`src/hdl/hsc_pkg.sv`:
```
// ----------------------------------------------------------------------------
// hsc_pkg - shared types and helpers for the Hamming SEC codec
// Field widths, command/status codes, config register indexes and the fixed
// position tables of the code.
// ----------------------------------------------------------------------------
package hsc_pkg;

  localparam int MAX_DATA_BITS = 57;
  localparam int WORD_W        = 63;
  localparam int POS_W         = 6;
  localparam int STAT_W        = 2;
  localparam int CHK_MAX       = 6;
  localparam int CFG_DATA_W    = 6;
  localparam int IN_TDATA_W    = 64;
  localparam int OUT_TDATA_W   = 72;

  typedef enum logic {
    CMD_ENCODE = 1'b0,
    CMD_DECODE = 1'b1
  } cmd_e;

  typedef enum logic [STAT_W-1:0] {
    STAT_OK     = 2'd0,
    STAT_FIXED  = 2'd1,
    STAT_UNCORR = 2'd2
  } status_e;

  typedef enum logic {
    CFG_DATA_BITS  = 1'b0,
    CFG_ODD_PARITY = 1'b1
  } cfg_idx_e;

  // derived code geometry, kept in registers by the config block
  typedef struct packed {
    logic              odd;
    logic [POS_W-1:0]  len;
    logic [CHK_MAX-1:0] chk_mask;
    logic [WORD_W-1:0] len_mask;
  } hsc_cfg_t;

  typedef struct packed {
    status_e           status;
    logic [POS_W-1:0]  err_pos;
    logic [WORD_W-1:0] word;
  } hsc_res_t;

  // message bit k goes to the k-th non power-of-two position
  function automatic logic [WORD_W-1:0] scatter(logic [WORD_W-1:0] d);
    logic [WORD_W-1:0] w;
    int                k;
    w = '0;
    k = 0;
    for (int p = 1; p <= WORD_W; p++) begin
      if ((p & (p - 1)) != 0) begin
        w[p-1] = d[k];
        k++;
      end
    end
    return w;
  endfunction

  // positions covered by check bit i
  function automatic logic [WORD_W-1:0] grp_mask(int i);
    logic [WORD_W-1:0] g;
    g = '0;
    for (int p = 1; p <= WORD_W; p++) begin
      g[p-1] = ((p >> i) & 1) != 0;
    end
    return g;
  endfunction

  function automatic hsc_cfg_t derive(logic [CFG_DATA_W-1:0] bits, logic odd);
    hsc_cfg_t           c;
    logic [POS_W-1:0]   m;
    logic [2:0]         r;
    if (bits == '0) begin
      m = POS_W'(1);
    end else if (bits > POS_W'(MAX_DATA_BITS)) begin
      m = POS_W'(MAX_DATA_BITS);
    end else begin
      m = bits;
    end
    if (m <= POS_W'(1)) begin
      r = 3'd2;
    end else if (m <= POS_W'(4)) begin
      r = 3'd3;
    end else if (m <= POS_W'(11)) begin
      r = 3'd4;
    end else if (m <= POS_W'(26)) begin
      r = 3'd5;
    end else begin
      r = 3'd6;
    end
    c.odd      = odd;
    c.len      = m + POS_W'(r);
    c.chk_mask = CHK_MAX'((7'd1 << r) - 7'd1);
    c.len_mask = WORD_W'((64'd1 << c.len) - 64'd1);
    return c;
  endfunction

endpackage

```
`src/hdl/hsc_cfg.sv`:
```
// ----------------------------------------------------------------------------
// hsc_cfg - configuration registers
// Takes register writes and keeps the code geometry derived from them.
// ----------------------------------------------------------------------------
module hsc_cfg import hsc_pkg::*; (
  input  logic                  clk_i,
  input  logic                  rst_ni,
  input  logic                  cfg_valid_i,
  output logic                  cfg_ready_o,
  input  cfg_idx_e              cfg_index_i,
  input  logic [CFG_DATA_W-1:0] cfg_data_i,
  output hsc_cfg_t              cfg_o
);

  logic [CFG_DATA_W-1:0] bits_q, bits_d;
  logic                  odd_q, odd_d;
  hsc_cfg_t              geo_q, geo_d;

  assign cfg_ready_o = 1'b1;

  always_comb begin
    bits_d = bits_q;
    odd_d  = odd_q;
    if (cfg_valid_i) begin
      case (cfg_index_i)
        CFG_DATA_BITS:  bits_d = cfg_data_i;
        CFG_ODD_PARITY: odd_d  = cfg_data_i[0];
        default: ;
      endcase
    end
    geo_d = derive(bits_d, odd_d);
  end

  always_ff @(posedge clk_i or negedge rst_ni) begin
    if (!rst_ni) begin
      bits_q <= CFG_DATA_W'(4);
      odd_q  <= 1'b0;
      geo_q  <= derive(CFG_DATA_W'(4), 1'b0);
    end else begin
      bits_q <= bits_d;
      odd_q  <= odd_d;
      geo_q  <= geo_d;
    end
  end

  assign cfg_o = geo_q;

endmodule

```
`src/hdl/hsc_core.sv`:
```
// ----------------------------------------------------------------------------
// hsc_core - encode / decode datapath
// Shared parity trees; encode inserts check bits, decode corrects one bit.
// ----------------------------------------------------------------------------
module hsc_core import hsc_pkg::*; (
  input  cmd_e              cmd_i,
  input  logic [WORD_W-1:0] payload_i,
  input  hsc_cfg_t          cfg_i,
  output hsc_res_t          res_o
);

  logic [WORD_W-1:0]  base;
  logic [CHK_MAX-1:0] par;
  logic [POS_W-1:0]   syn;
  logic [WORD_W-1:0]  code;

  always_comb begin
    if (cmd_i == CMD_ENCODE) begin
      base = scatter(payload_i) & cfg_i.len_mask;
    end else begin
      base = payload_i & cfg_i.len_mask;
    end
    for (int i = 0; i < CHK_MAX; i++) begin
      par[i] = ^(base & grp_mask(i)) ^ cfg_i.odd;
    end
    syn = par & cfg_i.chk_mask;

    code          = base;
    res_o.err_pos = '0;
    res_o.status  = STAT_OK;
    if (cmd_i == CMD_ENCODE) begin
      for (int i = 0; i < CHK_MAX; i++) begin
        if (cfg_i.chk_mask[i]) begin
          code[(1 << i) - 1] = par[i];
        end
      end
    end else begin
      res_o.err_pos = syn;
      if (syn == '0) begin
        res_o.status = STAT_OK;
      end else if (syn <= cfg_i.len) begin
        code         = base ^ (WORD_W'(1) << (syn - POS_W'(1)));
        res_o.status = STAT_FIXED;
      end else begin
        res_o.status = STAT_UNCORR;
      end
    end
    res_o.word = code & cfg_i.len_mask;
  end

endmodule

```
`src/hdl/hamming_sec_codec.sv`:
```
// ----------------------------------------------------------------------------
// hamming_sec_codec - single-error-correcting Hamming encoder / decoder
// Input stream: tuser = command (0 encode, 1 decode), tdata = payload.
// Output stream: tdata = result word, error position, status.
// Config channel: index 0 data_bits (1..57, clamped), index 1 odd_parity.
// Write config only while no transaction is in flight.
//
// One transaction per cycle sustained while the receiver takes every result. From input
// accept to output valid a transaction passes an input register, then the
// parity trees and the correction decoder, then the output register.
// When the receiver stalls the output register holds its result and the
// input register still takes one more transaction; tready drops only when
// both are full.
// Reset empties both registers and sets 4 data bits, even parity.
// ----------------------------------------------------------------------------
module hamming_sec_codec import hsc_pkg::*; (
  input  logic                   clk_i,
  input  logic                   rst_ni,
  input  logic                   s_axis_tvalid,
  output logic                   s_axis_tready,
  // [62:0] payload, [63] zero
  input  logic [IN_TDATA_W-1:0]  s_axis_tdata,
  // [0] command
  input  logic                   s_axis_tuser,
  output logic                   m_axis_tvalid,
  input  logic                   m_axis_tready,
  // [62:0] result_word, [68:63] error_position, [70:69] status, [71] zero
  output logic [OUT_TDATA_W-1:0] m_axis_tdata,
  input  logic                   cfg_valid_i,
  output logic                   cfg_ready_o,
  input  logic                   cfg_index_i,
  input  logic [CFG_DATA_W-1:0]  cfg_data_i
);

  hsc_cfg_t          cfg;
  hsc_res_t          res;
  logic              in_valid_q, in_valid_d;
  cmd_e              in_cmd_q;
  logic [WORD_W-1:0] in_data_q;
  logic              out_valid_q, out_valid_d;
  hsc_res_t          out_res_q;
  logic              out_adv;

  hsc_cfg u_cfg (
    .clk_i       (clk_i),
    .rst_ni      (rst_ni),
    .cfg_valid_i (cfg_valid_i),
    .cfg_ready_o (cfg_ready_o),
    .cfg_index_i (cfg_idx_e'(cfg_index_i)),
    .cfg_data_i  (cfg_data_i),
    .cfg_o       (cfg)
  );

  hsc_core u_core (
    .cmd_i     (in_cmd_q),
    .payload_i (in_data_q),
    .cfg_i     (cfg),
    .res_o     (res)
  );

  assign out_adv       = !out_valid_q || m_axis_tready;
  assign s_axis_tready = !in_valid_q || out_adv;

  always_comb begin
    in_valid_d  = in_valid_q;
    out_valid_d = out_valid_q;
    if (s_axis_tready) begin
      in_valid_d = s_axis_tvalid;
    end
    if (out_adv) begin
      out_valid_d = in_valid_q;
    end
  end

  always_ff @(posedge clk_i or negedge rst_ni) begin
    if (!rst_ni) begin
      in_valid_q  <= 1'b0;
      out_valid_q <= 1'b0;
    end else begin
      in_valid_q  <= in_valid_d;
      out_valid_q <= out_valid_d;
    end
  end

  always_ff @(posedge clk_i) begin
    if (s_axis_tvalid && s_axis_tready) begin
      in_cmd_q  <= cmd_e'(s_axis_tuser);
      in_data_q <= s_axis_tdata[WORD_W-1:0];
    end
    if (in_valid_q && out_adv) begin
      out_res_q <= res;
    end
  end

  assign m_axis_tvalid = out_valid_q;
  assign m_axis_tdata  = {1'b0, out_res_q};

`ifndef SYNTH
  a_fixed_has_pos: assert property (@(posedge clk_i) disable iff (!rst_ni)
    out_valid_q && out_res_q.status == STAT_FIXED |-> out_res_q.err_pos != '0)
    else $error("corrected result without error position");

  a_ok_no_pos: assert property (@(posedge clk_i) disable iff (!rst_ni)
    out_valid_q && out_res_q.status == STAT_OK |-> out_res_q.err_pos == '0)
    else $error("clean result with nonzero error position");

  a_word_in_len: assert property (@(posedge clk_i) disable iff (!rst_ni)
    out_valid_q |-> (out_res_q.word & ~cfg.len_mask) == '0)
    else $error("result word has bits beyond codeword length");

  a_ready_only_full: assert property (@(posedge clk_i) disable iff (!rst_ni)
    !s_axis_tready |-> in_valid_q && out_valid_q && !m_axis_tready)
    else $error("input stalled with room in the pipeline");
`endif

endmodule
```
`config.mk`:
```
export PLATFORM = sky130hd
export DESIGN_NAME = hamming_sec_codec
export DESIGN_NICKNAME = d
export VERILOG_FILES = /design/src/hdl/hsc_pkg.sv /design/src/hdl/hsc_cfg.sv /design/src/hdl/hsc_core.sv /design/src/hdl/hamming_sec_codec.sv
export SDC_FILE = /design/constraint.sdc
export NUM_CORES = 1
export LEC_CHECK = 0
export BUFFER_PORTS_ARGS = -buffer_cell sky130_fd_sc_hd__clkbuf_2
export CAP_MARGIN = 0
export CORE_MARGIN = 3
export CORE_UTILIZATION = 25
export CTS_CLUSTER_SIZE = 25
export DETAILED_ROUTE_END_ITERATION = 8
export SETUP_SLACK_MARGIN = 0.02
export SLEW_MARGIN = 10
export SYNTH_ARGS = -nofsm -noshare
export SYNTH_HDL_FRONTEND = slang
export SYNTH_SLANG_ARGS = --single-unit
```
`constraint.sdc`:
```
create_clock -name clk_i -period 13.2 [get_ports clk_i]
set_input_delay 2.64 -clock clk_i [delete_from_list [all_inputs] [get_ports clk_i]]
set_output_delay 2.64 -clock clk_i [all_outputs]
set_load 0.02 [all_outputs]
```
==> results.sh, run 1 <==
export IMPL_grt_pass1_vias=9143
export IMPL_synth_seq_cells=219
export IMPL_final_common_cell="clkbuf_2"
export IMPL_status="complete, no violations"
export IMPL_worst_setup_path_type="in2reg"
export IMPL_fin_cells=1857
export IMPL_fp_dieW_um=225.6
export IMPL_dieArea_um2=50910
export IMPL_clk_pin_slew_ns=0.06
export IMPL_finalSetupViolCount=0
export IMPL_io_buffers=148
export IMPL_antenna_left=0
export IMPL_track_usage_pct=15.86
export IMPL_critPathRequiredTime_ns=13.64
export IMPL_setup_tns_ns=0
export IMPL_worst_slew_pin_slew_ns=1.174
export IMPL_synth_area_per_cell_um2=11.17
export IMPL_cts_buffer_depth=3
export IMPL_cts_buffers_inserted=25
export IMPL_path_max_fanout=15
export IMPL_ioPinCount=152
export IMPL_rows=79
export IMPL_synth_edf_count=135
export IMPL_seq_area_frac_synth_pct=51.19
export IMPL_drv_cap=0
export IMPL_rr_endpoint="m_axis_tdata[45]$_DFFE_PP_"
export IMPL_dr_total_vias=9016
export IMPL_gr_total_overflow=0
export IMPL_die_y_um=225.6
export IMPL_clk_latency_ns=0.54
export IMPL_avgViaCountPerCell=4.855
export IMPL_cts_root_buffer="clkbuf_16"
export IMPL_core_um2=47050
export IMPL_fin_nets=1321
export IMPL_worstHoldStart="in_valid_q$_DFFE_PN0N_"
export IMPL_startpoint_type="input pin"
export IMPL_area_delta_synth_final_pct=18.63
export IMPL_hold_viol=0
export IMPL_rr_worst_depth=19
export IMPL_wirelength_um=41190
export IMPL_cts_resized_gates=0
export IMPL_synthesis_instances=1080
export IMPL_synthArstFlopShare_pct=38.36
export IMPL_rsz0062_at_grt="no"
export IMPL_antenna_found_initial=0
export IMPL_dpl_hpwl_um=31610
export IMPL_synth_area_um2=12060
export IMPL_synth_cell_type_count=77
export IMPL_grt_max_degree=71
export IMPL_slew_violations=0
export IMPL_htree_levels=1
export IMPL_cp_startpoint="cfg_index_i"
export IMPL_r2r_start="in_cmd_q$_DFFE_PP_"
export IMPL_drt_iter0_markers=744
export IMPL_hold_depth=1
export IMPL_start_util_pct=25.63
export IMPL_fmaxAchievable_mhz=104.8
export IMPL_synth_largest_area_cell="edfxtp_1"
export IMPL_postCtsSetupBuffers=0
export IMPL_final_layout_size_suffix_gt1_share_pct=23.92
export IMPL_clock_sinks=219
export IMPL_post_drt_wl_per_cell_um=22.18
export IMPL_synth_area_leaders="edfxtp_1 (34%), dfrtp_1 (15%), xnor2_1 (7.1%), mux2_2 (4.5%), nand2_1 (4.1%)"
export IMPL_grt_pass1_wl_um=59810
export IMPL_drc=0
export IMPL_fill_cells=4832
export IMPL_dp_cells=1812
export IMPL_slew_headroom_pct=21.60
export IMPL_arrival_ns=9.99
export IMPL_reg2reg_setup_slack_ns=5.21
export IMPL_end_kind="flop"
export IMPL_yosys_area_top_type_share_pct=33.62
export IMPL_yosys_warnings=0
export IMPL_holdCritPathClass="reg2reg"
export IMPL_fin_skew_ns=0.01042
export IMPL_hold_end="m_axis_tvalid$_DFFE_PN0P_"
export IMPL_num_antenna_cells=0
export IMPL_first_pass_iters=6
export IMPL_cts_tree="yes"
export IMPL_place_congestion=0.9363
export IMPL_final_cell_mix="clkbuf_2 (147), edfxtp_1 (135), nand2_1 (132), xnor2_1 (98), dfrtp_1 (70)"
export IMPL_post_route_period_util_pct=72.32
export IMPL_cts_hold_buf=0
export IMPL_fin_crit_ns=9.546
export IMPL_synthFlopType="edfxtp_1"
==> final cells by class <==
type	instances	area, um^2	area share [%]
Clock buffer	29	660.6	4.618
Clock inverter	16	166.4	1.163
Inverter	45	168.9	1.181
Multi-Input combinational cell	778	5522	38.60
Sequential cell	219	6173	43.15
Tap cell	607	759.5	5.309
Timing Repair Buffer	163	855.8	5.982
==> state kept, by name, indices dropped and copies added (netlist names) <==
| signal | flops |
|---|---|
| in_cmd_q | 1 |
| in_data_q | 63 |
| in_valid_q | 1 |
| m_axis_tdata | 71 |
| m_axis_tvalid | 1 |
| u_cfg.bits_q | 6 |
| u_cfg.cfg_o | 75 |
| u_cfg.odd_q | 1 |
==> metal layers <==
metal	wire [um]	global-route usage [%]
met1	17450	20.14
met2	19710	26.96
met3	2414	2.665
met4	1613	6.314
met5	0	0
==> cell usage after synthesis, types with 11 or more instances <==
cell type and number:
edfxtp_1 135, nand2_1 132, xnor2_1 98, dfrtp_1 70, nor2_1 58, a21oi_1 49
mux2_2 48, inv_1 41, o21ai_0 35, mux2i_1 33, xor2_1 30, clkbuf_1 27
nand3_1 24, and2_1 21, nor3_1 19, nor4_1 19, and3_1 18, dfstp_2 14
nand4_1 12, a31oi_1 11, ha_1 11
==> critical path, cell delays in order <==
cell and delay (ns):
clkbuf_2 0.08, nand2b_1 0.38, mux2i_1 0.84, clkinv_1 0.53
or3_1 0.56, nand3_1 0.15, ha_1 0.25, a21o_1 0.21
a21oi_1 0.57, xnor2_1 0.13, buf_4 0.24, inv_1 0.46
nor2_1 0.31, nand4_1 0.18, ha_1 0.18, inv_1 0.08
a21oi_1 0.36, o21ai_0 0.18, buf_4 0.22, nor3_1 0.85
nand2_1 0.21, o31ai_1 0.12, nand3_1 0.10, o211ai_1 0.13
==> stage by stage <==
step           setup slack (ns)  util (%)  instance area [um^2]  hold slack [ns]
2_1_floorplan             5.663         -                 12070           0.4490
3_3_place_gp              3.306     28.65                 13480           0.4719
3_5_place_dp              3.357     28.65                 13480           0.4819
4_1_cts                   3.905     30.41                 14310           0.5011
5_1_grt                   3.036     30.41                 14310           0.5170
6_report                  3.654     30.41                 14310           0.4958
==> kinds of logic (layout without fill, tap and decap cells) <==
family | count (synthesis) | after routing | synth area share, %
xor gates and xnor gates | 144 | 144 | 11.99
and+or+nand+nor | 348 | 348 | 14.12
DFF | 219 | 219 | 51.19
other | 2 | 5 | 0.06228
buffers and inverters | 86 | 253 | 3.217
adders and majority gates | 12 | 12 | 1.307
AOI/OAI and AO/OA | 179 | 179 | 9.795
muxes | 90 | 90 | 8.311
==> how the worst max path moves through the flow <==
stage,end,slack [ns],cells after the start
6_report,u_cfg.cfg_o[58]$_DFF_PN0_,3.65,24
5_1_grt,u_cfg.cfg_o[50]$_DFF_PN0_,3.04,23
4_1_cts,u_cfg.cfg_o[58]$_DFF_PN0_,3.90,24
3_5_place_dp,u_cfg.cfg_o[58]$_DFF_PN0_,3.36,24
3_3_place_gp,u_cfg.cfg_o[50]$_DFF_PN0_,3.31,23
2_1_floorplan,u_cfg.cfg_o[42]$_DFF_PN0_,5.66,25
Power of run 1 is not shown: default switching activity piles up to over one toggle a cycle in this logic, so the estimate is an artifact.
==> run 2: changes to the inputs <==
clock period = 7.9 ns   (was 13.2 ns; I/O delays follow)
==> run 2 against run 1 <==
Clock skew up 0.0092 ns. Largest cell class unchanged. Cell area grew 1.2%. Critical endpoint is now u_cfg.cfg_o[54]$_DFF_PN0_. Flip-flop and latch count unchanged.
==> results.sh, run 2 (synthesized netlist as in run 1, its figures left out) <==
export IMPL_core_um2=47050
export IMPL_fin_crit_ns=6.634
export IMPL_dr_total_vias=9070
export IMPL_fp_dieW_um=225.6
export IMPL_avgViaCountPerCell=4.827
export IMPL_final_cell_mix="clkbuf_2 (147), edfxtp_1 (135), nand2_1 (132), xnor2_1 (98), dfrtp_1 (70)"
export IMPL_drv_cap=0
export IMPL_final_layout_size_suffix_gt1_share_pct=25.39
export IMPL_worstHoldStart="in_valid_q$_DFFE_PN0N_"
export IMPL_dpl_hpwl_um=31950
export IMPL_holdCritPathClass="reg2reg"
export IMPL_setup_tns_ns=0
export IMPL_status="complete, no violations"
export IMPL_drt_iter0_markers=745
export IMPL_cts_buffer_depth=3
export IMPL_rr_endpoint="m_axis_tdata[2]$_DFFE_PP_"
export IMPL_fin_skew_ns=0.01965
export IMPL_grt_max_degree=81
export IMPL_fmaxAchievable_mhz=150.7
export IMPL_hold_end="m_axis_tvalid$_DFFE_PN0P_"
export IMPL_cts_resized_gates=0
export IMPL_rsz0062_at_grt="no"
export IMPL_hold_viol=0
export IMPL_num_antenna_cells=0
export IMPL_grt_pass1_vias=9023
export IMPL_largest_register_ffs=75
export IMPL_finalSetupViolCount=0
export IMPL_final_common_cell="clkbuf_2"
export IMPL_area_delta_synth_final_pct=20.09
export IMPL_wirelength_um=40950
export IMPL_antenna_found_initial=1
export IMPL_hold_depth=1
export IMPL_post_route_period_util_pct=83.97
export IMPL_startpoint_type="input pin"
export IMPL_ioPinCount=152
export IMPL_worst_slew_pin_slew_ns=0.9657
export IMPL_end_kind="flop"
export IMPL_place_congestion=0.9238
export IMPL_htree_levels=1
export IMPL_first_pass_iters=5
export IMPL_slew_violations=0
export IMPL_drc=0
export IMPL_postCtsSetupBuffers=0
export IMPL_antenna_left=0
export IMPL_clock_sinks=219
export IMPL_rows=79
export IMPL_cts_root_buffer="clkbuf_16"
export IMPL_reg2reg_setup_slack_ns=1.70
export IMPL_die_y_um=225.6
export IMPL_cts_buffers_inserted=25
export IMPL_post_drt_wl_per_cell_um=21.79
export IMPL_clk_pin_slew_ns=0.06
export IMPL_track_usage_pct=15.70
export IMPL_r2r_start="in_cmd_q$_DFFE_PP_"
export IMPL_start_util_pct=25.63
export IMPL_critPathRequiredTime_ns=8.28
export IMPL_path_max_fanout=11
export IMPL_cts_hold_buf=0
export IMPL_gr_total_overflow=0
export IMPL_grt_pass1_wl_um=59360
export IMPL_clk_latency_ns=0.54
export IMPL_fin_nets=1342
export IMPL_dieArea_um2=50910
export IMPL_rr_worst_depth=21
export IMPL_hold_worst_slack_ns=0.4926
export IMPL_io_buffers=148
export IMPL_cts_tree="yes"
export IMPL_arrival_ns=7.01
export IMPL_worst_setup_path_type="in2reg"
export IMPL_slew_headroom_pct=35.62
-- run 2: stage by stage --
stage | worst slack, ns | cells | util, % | area, um^2
6_report | 1.266 | 1879 | 30.78 | 14480
5_1_grt | 0.8181 | 1879 | 30.78 | 14480
4_1_cts | 1.400 | 1879 | 30.78 | 14480
3_5_place_dp | 0.8609 | 1833 | 28.99 | 13640
3_3_place_gp | 0.9686 | 1833 | 28.99 | 13640
2_1_floorplan | 1.423 | 1083 | - | 12070
-- run 2: layout make-up --
type | instances | area (um^2)
clock inverter | 12 | 108.9
inverter | 45 | 168.9
multi-input combinational | 778 | 5514
sequential | 219 | 6173
clock buffer | 34 | 730.7
tap | 607 | 759.5
fill | 4880 | 32570
timing repair buffer | 184 | 1026
-- run 2: worst max-delay path: stages --
cell and delay (ns):
clkbuf_2 0.08, nand2b_1 0.41, mux2i_1 0.24, buf_4 0.20, clkinv_1 0.27, nor2_1 0.26
nand4_1 0.20, nand3_1 0.18, ha_1 0.18, inv_1 0.05, fa_1 0.42, inv_1 0.09
a21oi_1 0.15, nor2_1 0.22, mux2i_1 0.27, o21ai_1 0.22, nand2_1 0.17, ha_1 0.18
inv_1 0.09, a21oi_1 0.34, o21ai_0 0.29, nor3_1 0.19, buf_4 0.20, a21oi_1 0.07
o21ai_0 0.43
-- run 2: routing by layer --
layer	global-route usage, %	routed length (um)
met5	0	0
met4	6.089	1639
met3	2.548	2653
met2	26.63	19610
met1	20.12	17050
-- run 2: worst max-delay path by stage --
| stage | slack, ns | endpoint | from |
|---|---|---|---|
| 5_1_grt | 0.82 | u_cfg.cfg_o[58]$_DFF_PN0_ | cfg_index_i |
| 2_1_floorplan | 1.42 | u_cfg.cfg_o[42]$_DFF_PN0_ | cfg_index_i |
| 6_report | 1.27 | u_cfg.cfg_o[54]$_DFF_PN0_ | cfg_index_i |
| 4_1_cts | 1.40 | u_cfg.cfg_o[58]$_DFF_PN0_ | cfg_index_i |
| 3_5_place_dp | 0.86 | u_cfg.cfg_o[58]$_DFF_PN0_ | cfg_index_i |
| 3_3_place_gp | 0.97 | u_cfg.cfg_o[26]$_DFF_PN0_ | cfg_index_i |
Power of run 2 is left out for the same reason.
